==> config.mk <==
export PLATFORM = sky130hd
export DESIGN_NAME = pulse_channel_with_frequency_sweep_core
export DESIGN_NICKNAME = d
export VERILOG_FILES = /design/src/rtl/core/pcfs_pkg.sv /design/src/rtl/core/pcfs_step.sv /design/src/rtl/core/pulse_channel_with_frequency_sweep_core.sv
export VERILOG_INCLUDE_DIRS = /design/src /design/src/rtl/core
export SDC_FILE = /design/constraint.sdc
export NUM_CORES = 1
export LEC_CHECK = 0
export ABC_AREA = 1
export BUFFER_PORTS_ARGS = -buffer_cell sky130_fd_sc_hd__buf_2
export CAP_MARGIN = 20
export CORE_MARGIN = 2
export CORE_UTILIZATION = 46
export DETAILED_ROUTE_END_ITERATION = 16
export SYNTH_ARGS = -nofsm -noshare
export SYNTH_HDL_FRONTEND = slang
export SYNTH_HIERARCHICAL = 1
export SYNTH_SLANG_ARGS = --single-unit
==> constraint.sdc <==
create_clock -name clk -period 5.5 [get_ports clk]
set_input_delay 1.1 -clock clk [delete_from_list [all_inputs] [get_ports clk]]
set_output_delay 1.1 -clock clk [all_outputs]
set_load 0.05 [all_outputs]
==> src/rtl/core/pulse_channel_with_frequency_sweep_core_assert.svh <==
// Assertion macros for the pulse channel core.
`ifndef PULSE_CHANNEL_WITH_FREQUENCY_SWEEP_CORE_ASSERT_SVH
`define PULSE_CHANNEL_WITH_FREQUENCY_SWEEP_CORE_ASSERT_SVH
`ifndef NO_ASSERTIONS
`define PCFS_ASSERT_NOW(lbl, ante, cons) \
    lbl: assert property (@(posedge clk) disable iff (!rst_n) (ante) |-> (cons)) \
        else $error("pulse channel check failed");
`define PCFS_ASSERT_NEXT(lbl, ante, cons) \
    lbl: assert property (@(posedge clk) disable iff (!rst_n) (ante) |=> (cons)) \
        else $error("pulse channel check failed");
`else
`define PCFS_ASSERT_NOW(lbl, ante, cons)
`define PCFS_ASSERT_NEXT(lbl, ante, cons)
`endif
`endif

==> src/rtl/core/pcfs_pkg.sv <==
// Types, codes and duty table shared by the pulse channel core.
package pcfs_pkg;

    localparam logic [2:0] OP_LAPSE    = 3'd0;
    localparam logic [2:0] OP_WRITE    = 3'd1;
    localparam logic [2:0] OP_LENGTH   = 3'd2;
    localparam logic [2:0] OP_ENVELOPE = 3'd3;
    localparam logic [2:0] OP_SWEEP    = 3'd4;
    localparam logic [2:0] OP_PHASE    = 3'd5;

    localparam logic [2:0] REG_SWEEP    = 3'd0;
    localparam logic [2:0] REG_LENGTH   = 3'd1;
    localparam logic [2:0] REG_ENVELOPE = 3'd2;
    localparam logic [2:0] REG_FREQ_LO  = 3'd3;
    localparam logic [2:0] REG_FREQ_HI  = 3'd4;

    localparam logic [2:0] MAX_CYCLES = 3'd4;
    localparam logic [6:0] LENGTH_FULL = 7'd64;
    localparam logic [11:0] FREQ_LIMIT = 12'd2047;

    typedef struct packed {
        logic [2:0] operation;
        logic [2:0] reg_select;
        logic [7:0] write_data;
        logic [2:0] cycle_count;
    } item_t;

    typedef struct packed {
        logic        channel_enabled;
        logic [2:0]  duty_position;
        logic [1:0]  duty_select;
        logic [6:0]  length_count;
        logic        length_enable;
        logic [2:0]  envelope_period;
        logic [2:0]  envelope_countdown;
        logic        envelope_rising;
        logic [3:0]  envelope_start_volume;
        logic [3:0]  volume;
        logic        envelope_running;
        logic [10:0] tone_frequency;
        logic [12:0] divider_count;
        logic [2:0]  sweep_shift;
        logic        sweep_down;
        logic [2:0]  sweep_period;
        logic [2:0]  sweep_countdown;
        logic        sweep_running;
        logic [10:0] shadow_frequency;
    } chan_state_t;

    typedef struct packed {
        logic [3:0] sample;
        logic       channel_on;
    } result_t;

    function automatic logic duty_bit(input logic [1:0] sel, input logic [2:0] pos);
        logic [7:0] pattern;
        unique case (sel)
            2'd0: pattern = 8'h01;
            2'd1: pattern = 8'h81;
            2'd2: pattern = 8'h87;
            default: pattern = 8'h7E;
        endcase
        return pattern[pos];
    endfunction

endpackage

==> src/rtl/core/pcfs_step.sv <==
// Next-state and sample logic for one channel event.
module pcfs_step
(
    input  pcfs_pkg::chan_state_t st,
    input  pcfs_pkg::item_t       item,
    output pcfs_pkg::chan_state_t nx,
    output pcfs_pkg::result_t     res
);
    import pcfs_pkg::*;

    logic [13:0] period;
    logic [13:0] count_sum;
    logic [13:0] count_wrap;
    logic [2:0]  cycles;
    logic [10:0] delta;
    logic [11:0] target;
    logic [10:0] delta2;
    logic [11:0] target2;
    logic        dac_on;
    logic        trig;

    always_comb
    begin
        cycles     = (item.cycle_count > MAX_CYCLES) ? MAX_CYCLES : item.cycle_count;
        period     = {(12'd2048 - {1'b0, st.tone_frequency}), 2'b00};
        count_sum  = {1'b0, st.divider_count} + {11'd0, cycles};
        count_wrap = count_sum - period;
        delta      = st.shadow_frequency >> st.sweep_shift;
        target     = st.sweep_down ? ({1'b0, st.shadow_frequency} - {1'b0, delta})
                                   : ({1'b0, st.shadow_frequency} + {1'b0, delta});
        // second check runs on the freshly stored shadow value
        delta2     = target[10:0] >> st.sweep_shift;
        target2    = st.sweep_down ? ({1'b0, target[10:0]} - {1'b0, delta2})
                                   : ({1'b0, target[10:0]} + {1'b0, delta2});
        dac_on     = (st.envelope_start_volume != 4'd0) || st.envelope_rising;
        trig       = item.write_data[7];

        nx = st;
        unique case (item.operation)
            OP_LAPSE:
            begin
                if (st.channel_enabled)
                begin
                    if (count_sum >= period)
                    begin
                        nx.duty_position = st.duty_position + 3'd1;
                        nx.divider_count = (count_wrap >= period) ? 13'd0 : count_wrap[12:0];
                    end
                    else
                    begin
                        nx.divider_count = count_sum[12:0];
                    end
                end
            end
            OP_WRITE:
            begin
                unique case (item.reg_select)
                    REG_SWEEP:
                    begin
                        nx.sweep_shift  = item.write_data[2:0];
                        nx.sweep_down   = item.write_data[3];
                        nx.sweep_period = item.write_data[6:4];
                    end
                    REG_LENGTH:
                    begin
                        nx.length_count = LENGTH_FULL - {1'b0, item.write_data[5:0]};
                        nx.duty_select  = item.write_data[7:6];
                    end
                    REG_ENVELOPE:
                    begin
                        nx.envelope_period       = item.write_data[2:0];
                        nx.envelope_countdown    = item.write_data[2:0];
                        nx.envelope_rising       = item.write_data[3];
                        nx.envelope_start_volume = item.write_data[7:4];
                        nx.channel_enabled       = (item.write_data[7:3] != 5'd0);
                    end
                    REG_FREQ_LO:
                    begin
                        nx.tone_frequency = {st.tone_frequency[10:8], item.write_data};
                    end
                    REG_FREQ_HI:
                    begin
                        nx.tone_frequency = {item.write_data[2:0], st.tone_frequency[7:0]};
                        nx.length_enable  = item.write_data[6];
                        if (trig)
                        begin
                            nx.divider_count = 13'd0;
                            if (st.length_count == 7'd0)
                                nx.length_count = LENGTH_FULL;
                            nx.envelope_countdown = st.envelope_period;
                            nx.volume             = st.envelope_start_volume;
                            nx.envelope_running   = 1'b1;
                            if (dac_on)
                                nx.channel_enabled = 1'b1;
                            nx.shadow_frequency = {item.write_data[2:0], st.tone_frequency[7:0]};
                            nx.sweep_countdown  = 3'd0;
                            nx.sweep_running    = (st.sweep_period != 3'd0)
                                               || (st.sweep_shift != 3'd0);
                        end
                    end
                    default:
                    begin
                    end
                endcase
            end
            OP_LENGTH:
            begin
                if (st.length_enable && st.length_count != 7'd0)
                begin
                    nx.length_count = st.length_count - 7'd1;
                    if (st.length_count == 7'd1)
                        nx.channel_enabled = 1'b0;
                end
            end
            OP_ENVELOPE:
            begin
                if (st.channel_enabled && st.envelope_running && st.envelope_period != 3'd0)
                begin
                    if (st.envelope_countdown > 3'd1)
                    begin
                        nx.envelope_countdown = st.envelope_countdown - 3'd1;
                    end
                    else
                    begin
                        nx.envelope_countdown = st.envelope_period;
                        if (st.envelope_rising)
                        begin
                            if (st.volume != 4'hF)
                            begin
                                nx.volume = st.volume + 4'd1;
                                if (st.volume == 4'hE)
                                    nx.envelope_running = 1'b0;
                            end
                        end
                        else if (st.volume != 4'h0)
                        begin
                            nx.volume = st.volume - 4'd1;
                            if (st.volume == 4'h1)
                                nx.envelope_running = 1'b0;
                        end
                    end
                end
            end
            OP_SWEEP:
            begin
                if (st.channel_enabled && st.sweep_running && st.sweep_period != 3'd0)
                begin
                    if (st.sweep_countdown > 3'd1)
                    begin
                        nx.sweep_countdown = st.sweep_countdown - 3'd1;
                    end
                    else
                    begin
                        nx.sweep_countdown = st.sweep_period;
                        if (target > FREQ_LIMIT)
                        begin
                            nx.channel_enabled = 1'b0;
                        end
                        else
                        begin
                            nx.shadow_frequency = target[10:0];
                            nx.tone_frequency   = target[10:0];
                            if (target2 > FREQ_LIMIT)
                                nx.channel_enabled = 1'b0;
                        end
                    end
                end
            end
            OP_PHASE:
            begin
                nx.divider_count = 13'd0;
                nx.duty_position = 3'd0;
            end
            default:
            begin
            end
        endcase

        res.channel_on = nx.channel_enabled;
        res.sample     = (nx.channel_enabled && duty_bit(nx.duty_select, nx.duty_position))
                       ? nx.volume : 4'd0;
    end

endmodule

==> src/rtl/core/pulse_channel_with_frequency_sweep_core.sv <==
// Top level of the pulse channel with duty, length, envelope and sweep.
// Throughput: one event per cycle unless the output stalls; the update path is a single
// registered pass from the input register through the step logic into the result register.
// Reset: rst_n clears both stages and loads the channel's power-on state.
`include "pulse_channel_with_frequency_sweep_core_assert.svh"
module pulse_channel_with_frequency_sweep_core
(
    input  logic        clk,
    input  logic        rst_n,
    input  logic        s_axis_tvalid,
    output logic        s_axis_tready,
    input  logic [15:0] s_axis_tdata,  // [7:0] write_data, [10:8] cycle_count, rest zero
    input  logic [5:0]  s_axis_tuser,  // [2:0] operation, [5:3] reg_select
    output logic        m_axis_tvalid,
    input  logic        m_axis_tready,
    output logic [7:0]  m_axis_tdata   // [3:0] sample, [4] channel_on, rest zero
);
    import pcfs_pkg::*;

    // Power-on state of the channel
    localparam chan_state_t STATE_RESET = '{
        channel_enabled:       1'b1,
        duty_position:         3'd0,
        duty_select:           2'd2,
        length_count:          7'd1,
        length_enable:         1'b0,
        envelope_period:       3'd3,
        envelope_countdown:    3'd3,
        envelope_rising:       1'b0,
        envelope_start_volume: 4'd15,
        volume:                4'd15,
        envelope_running:      1'b1,
        tone_frequency:        11'h700,
        divider_count:         13'd0,
        sweep_shift:           3'd0,
        sweep_down:            1'b0,
        sweep_period:          3'd0,
        sweep_countdown:       3'd0,
        sweep_running:         1'b0,
        shadow_frequency:      11'h700
    };

    // Input stage: holds one accepted event until the result register frees up
    logic        in_valid_reg;
    logic        in_valid_next;
    item_t       in_item_reg;

    // Result stage: parts the step logic from the downstream consumer
    logic        out_valid_reg;
    logic        out_valid_next;
    result_t     out_res_reg;

    chan_state_t state_reg;
    chan_state_t state_next;
    result_t     step_res;

    logic        in_xfer;
    logic        advance;

    // Advance the input stage whenever the result register is empty or being drained
    assign advance       = in_valid_reg && (!out_valid_reg || m_axis_tready);
    assign s_axis_tready = !in_valid_reg || advance;
    assign in_xfer       = s_axis_tvalid && s_axis_tready;

    always_comb
    begin
        if (in_xfer)
            in_valid_next = 1'b1;
        else if (advance)
            in_valid_next = 1'b0;
        else
            in_valid_next = in_valid_reg;

        if (advance)
            out_valid_next = 1'b1;
        else if (m_axis_tready)
            out_valid_next = 1'b0;
        else
            out_valid_next = out_valid_reg;
    end

    pcfs_step u_step
    (
        .st   (state_reg),
        .item (in_item_reg),
        .nx   (state_next),
        .res  (step_res)
    );

    always_ff @(posedge clk or negedge rst_n)
    begin
        if (!rst_n)
        begin
            in_valid_reg  <= 1'b0;
            out_valid_reg <= 1'b0;
            state_reg     <= STATE_RESET;
        end
        else
        begin
            in_valid_reg  <= in_valid_next;
            out_valid_reg <= out_valid_next;
            // Commit the channel state only when the event advances into the result register
            if (advance)
                state_reg <= state_next;
        end
    end

    // Payload registers: no reset needed
    always_ff @(posedge clk)
    begin
        if (in_xfer)
        begin
            in_item_reg.operation   <= s_axis_tuser[2:0];
            in_item_reg.reg_select  <= s_axis_tuser[5:3];
            in_item_reg.write_data  <= s_axis_tdata[7:0];
            in_item_reg.cycle_count <= s_axis_tdata[10:8];
        end
        if (advance)
            out_res_reg <= step_res;
    end

    assign m_axis_tvalid = out_valid_reg;
    assign m_axis_tdata  = {3'b000, out_res_reg.channel_on, out_res_reg.sample};

    // A nonzero sample only comes from an enabled channel
    `PCFS_ASSERT_NOW(a_sample_needs_on, m_axis_tvalid && (m_axis_tdata[3:0] != 4'd0), m_axis_tdata[4])
    // A held event is not dropped while the result register is stalled
    `PCFS_ASSERT_NEXT(a_hold_input, in_valid_reg && out_valid_reg && !m_axis_tready, in_valid_reg)
    // The length counter never exceeds a full load
    `PCFS_ASSERT_NOW(a_length_range, 1'b1, state_reg.length_count <= LENGTH_FULL)
    // Every advance of the input stage yields a result
    `PCFS_ASSERT_NEXT(a_advance_result, advance, out_valid_reg)

endmodule
==> flow_summary.rst <==
.. list-table::
   :header-rows: 1

   * - Metric
     - Value
   * - Count of boundary I/O pins
     - 36
   * - Number of instances in the synthesized netlist
     - 1,521
   * - Cells after DPL
     - 1,877
   * - Most frequent cell after synthesis
     - sky130_fd_sc_hd__nand2_1
   * - Placement row count
     - 54
   * - Final setup fails
     - 5
   * - Clock-pin slew of the registers on the worst-case setup and hold paths
     - 0.09 ns
   * - Max incr delay on CP
     - 0.48 ns
   * - Wire length after detailed routing
     - 29,920 um
   * - Leading area contributor after synthesis
     - sky130_fd_sc_hd__nand2_1
   * - Cell Count, Final, Fillers Out
     - 1,904
   * - NumNets Final
     - 1,716
   * - Post-synthesis sequential area ratio
     - 26.12%
   * - Required time at the worst-slack endpoint
     - 5.61 ns
   * - Die Footprint
     - 23,180 um^2
   * - Final design area excluding fillers
     - 11,800 um^2
   * - Average cell area after synthesis
     - 6.646 um^2
   * - Transition time at the pin with the least slew margin
     - 0.9191 ns
   * - Detailed-route wire length per cell
     - 15.71 um
   * - Vias in the first global route
     - 9,630
   * - Crit start category
     - flip-flop
   * - Number of synthesized flops with an enable pin
     - 22
   * - Final HPWL DP
     - 21,930 um
   * - Antenna Nets Post-Route
     - 0
   * - Die extent in y
     - 152.2 um
   * - Hold-fix buffer count after cts
     - 0
   * - Category of the most critical setup path
     - flip-flop to flip-flop
   * - Worst-Skew Late Latency
     - 0.37 ns
   * - Number of vias per cell after detailed routing
     - 5.461
   * - Arrival time reported for the critical path endpoint
     - 5.63 ns
   * - Placed instance area
     - 11,040 um^2
   * - Root buffer cell
     - sky130_fd_sc_hd__clkbuf_16
   * - Post-synth top cells
     - 401 x sky130_fd_sc_hd__nand2_1, 191 x sky130_fd_sc_hd__inv_1, 160 x sky130_fd_sc_hd__nand3_1, 109 x sky130_fd_sc_hd__nor2_1, 102 x sky130_fd_sc_hd__o21ai_0
   * - Wire length of the first global-routing pass
     - 48,460 um
   * - Final critical path time including I/O delays and setup
     - 5.520 ns
   * - Critical path's most frequent cell
     - sky130_fd_sc_hd__nand2_1
   * - Largest register FFs
     - 76
   * - Clock tree from TritonCTS
     - built
   * - CORE AREA
     - 21,690 um^2
   * - Critical register-to-register path startpoint
     - state_reg[19]$_DFFE_PN0P_
   * - Worst slew margin relative to its limit
     - 38.50%
   * - Count of H-tree levels built during CTS
     - 3
   * - Proportion of register bits with asynchronous set or reset after synthesis
     - 78.00%
   * - Number of detailed-route iterations in the first pass
     - 5
   * - Number of synthesized register bits
     - 100
   * - GR Overflow Total
     - 0
   * - Max Root-Sink Buffers
     - 2
   * - Remaining DRCs
     - 0
   * - Final antenna diode count
     - 0
   * - Min-delay worst type
     - flip-flop to flip-flop
   * - Predominant post-synthesis flop cell
     - sky130_fd_sc_hd__dfrtp_1
   * - Worst Path Max Fanout
     - 7
   * - Critical path's slowest cell
     - sky130_fd_sc_hd__dfrtp_2
   * - Fraction of the cycle the final worst path needs
     - 100.4%
   * - Hold_sp
     - state_reg[71]$_DFFE_PN1P_
   * - FMAX
     - 181.2 MHz
   * - Warning count from the yosys run
     - 6
   * - Gpl congestion
     - 0.8894
   * - Result of the run
     - finished, violations left
   * - Area share of the largest cell type after synthesis
     - 14.89%
   * - Largest net degree at the start of global routing
     - 79
   * - Number of DRC violations after detailed-routing iteration 0
     - 823
   * - Crit. Startpoint
     - state_reg[19]$_DFFE_PN0P_
   * - Total of buffers placed on input and output ports
     - 27
   * - Violations in the final reports
     - negative setup slack
   * - Number of max-cap violations
     - 0
   * - Skew final
     - 0.02048 ns
   * - Initial Util
     - 46.61%
   * - Netlist cell types
     - 56
   * - Antenna violations before repair
     - 0
   * - Netlist Area Pre-Place
     - 10,110 um^2
   * - Clock buffers created by TritonCTS
     - 9
   * - Fraction of layout cells with a size suffix above 1
     - 18.66%
   * - Final count of hold timing violations
     - 0
   * - Overall global routing resource usage
     - 25.32%
   * - Dominant cells by area after synthesis
     - sky130_fd_sc_hd__nand2_1 15%, sky130_fd_sc_hd__dfrtp_1 14%, sky130_fd_sc_hd__ha_1 8.4%
   * - Total number of vias
     - 10,400
   * - Setup repair after global routing missed its margin
     - yes
   * - Final total negative setup slack
     - -0.04280 ns
   * - Number of sinks on the clock net
     - 100
   * - Die extent in x
     - 152.2 um
   * - Area growth, synth to finish
     - 16.75%
   * - Final critical-path setup slack
     - -0.01965 ns
   * - Crit end category
     - flip-flop
   * - Max-slew violation total from the final report
     - 0
-- worst max-delay path: cells and delay by family, from the launching register on --
family | cells | cell delay [ns]
flops | 1 | 0.48
mux | 1 | 0.20
buf+inv | 5 | 0.59
xor+xnor | 2 | 0.36
fa+ha+maj | 2 | 0.61
simple gates | 24 | 2.51
compound gates | 5 | 0.51
-- final timing paths --
path	slack, ns	cells after the start	to
setup / recovery	-0.02	39	m_axis_tdata[2]$_DFFE_PP_
hold / removal	0.47	2	state_reg[71]$_DFFE_PN1P_
setup reg to reg	-0.02	39	m_axis_tdata[2]$_DFFE_PP_
hold reg to reg	0.47	2	state_reg[71]$_DFFE_PN1P_
max in group asynchronous	3.78	2	state_reg[19]$_DFFE_PN0P_
min in group asynchronous	0.67	1	state_reg[13]$_DFFE_PN0P_
-- routing by layer --
layer  vias to the layer above  share of wire (%)  GRT usage, %
met3                        43                4.6         2.332
met4                         0                2.2         7.299
met1                      4870                 47         35.70
met5                         -                  0             0
met2                       230                 46         41.53
li1                       5255                  -             -
-- cell type report --
type | instances | area, um^2
Fill cell | 2186 | 9887
Multi-Input combinational cell | 1163 | 6714
Sequential cell | 100 | 2643
Timing Repair Buffer | 142 | 1021
Inverter | 203 | 762.0
Tap cell | 280 | 350.3
Clock buffer | 9 | 225.2
Clock inverter | 7 | 86.33
-- metrics by stage --
| step | util [%] | setup WS (ns) | hold WS [ns] |
|---|---|---|---|
| after floorplan | - | 0.1331 | 0.4345 |
| after global placement | 50.88 | -0.2739 | 0.4504 |
| after detailed placement | 50.91 | -0.3229 | 0.4532 |
| after CTS | 53.03 | 0.0002118 | 0.4666 |
| after global routing | 54.41 | -0.3719 | 0.4892 |
| final | 54.41 | -0.01965 | 0.4682 |
-- kinds of logic (layout without fill, tap and decap cells) --
kind of cell / count (synthesis) / in the layout / synth area share (%)
compound gates: 288 / 288 / 17.21
simple gates: 750 / 750 / 32.24
mux: 2 / 2 / 0.1981
flops: 100 / 100 / 26.12
other cells: 1 / 3 / 0.03710
xor+xnor: 49 / 49 / 4.246
buf+inv: 260 / 361 / 10.94
fa+ha+maj: 71 / 71 / 9.011
-- cell usage in the layout, fill, tap and decap left out, drive strengths merged, types with 9 or more instances in the layout --
master    n
nand2   416
inv     201
nand3   172
buf     142
o21ai   134
nor2    114
ha       68
dfrtp    56
a21oi    55
xor2     39
o211ai   33
o221ai   25
nor3     23
edfxtp   22
dfstp    22
xnor2    10
nand4    10
or2      10
clkbuf    9
o22ai     9
a31oi     9
clkinv    9
-- timing repair --
action / 4_1_cts / 5_1_grt
endpoints found under the hold margin: 0 / 0
setup endpoints to repair: 6 / 6
buffers inserted: 5 / 6
pin swaps: 13 / 51
gates resized for setup: 31 / 68
Power is not shown: default switching activity piles up to over one toggle a cycle in this logic, so the estimate is an artifact.
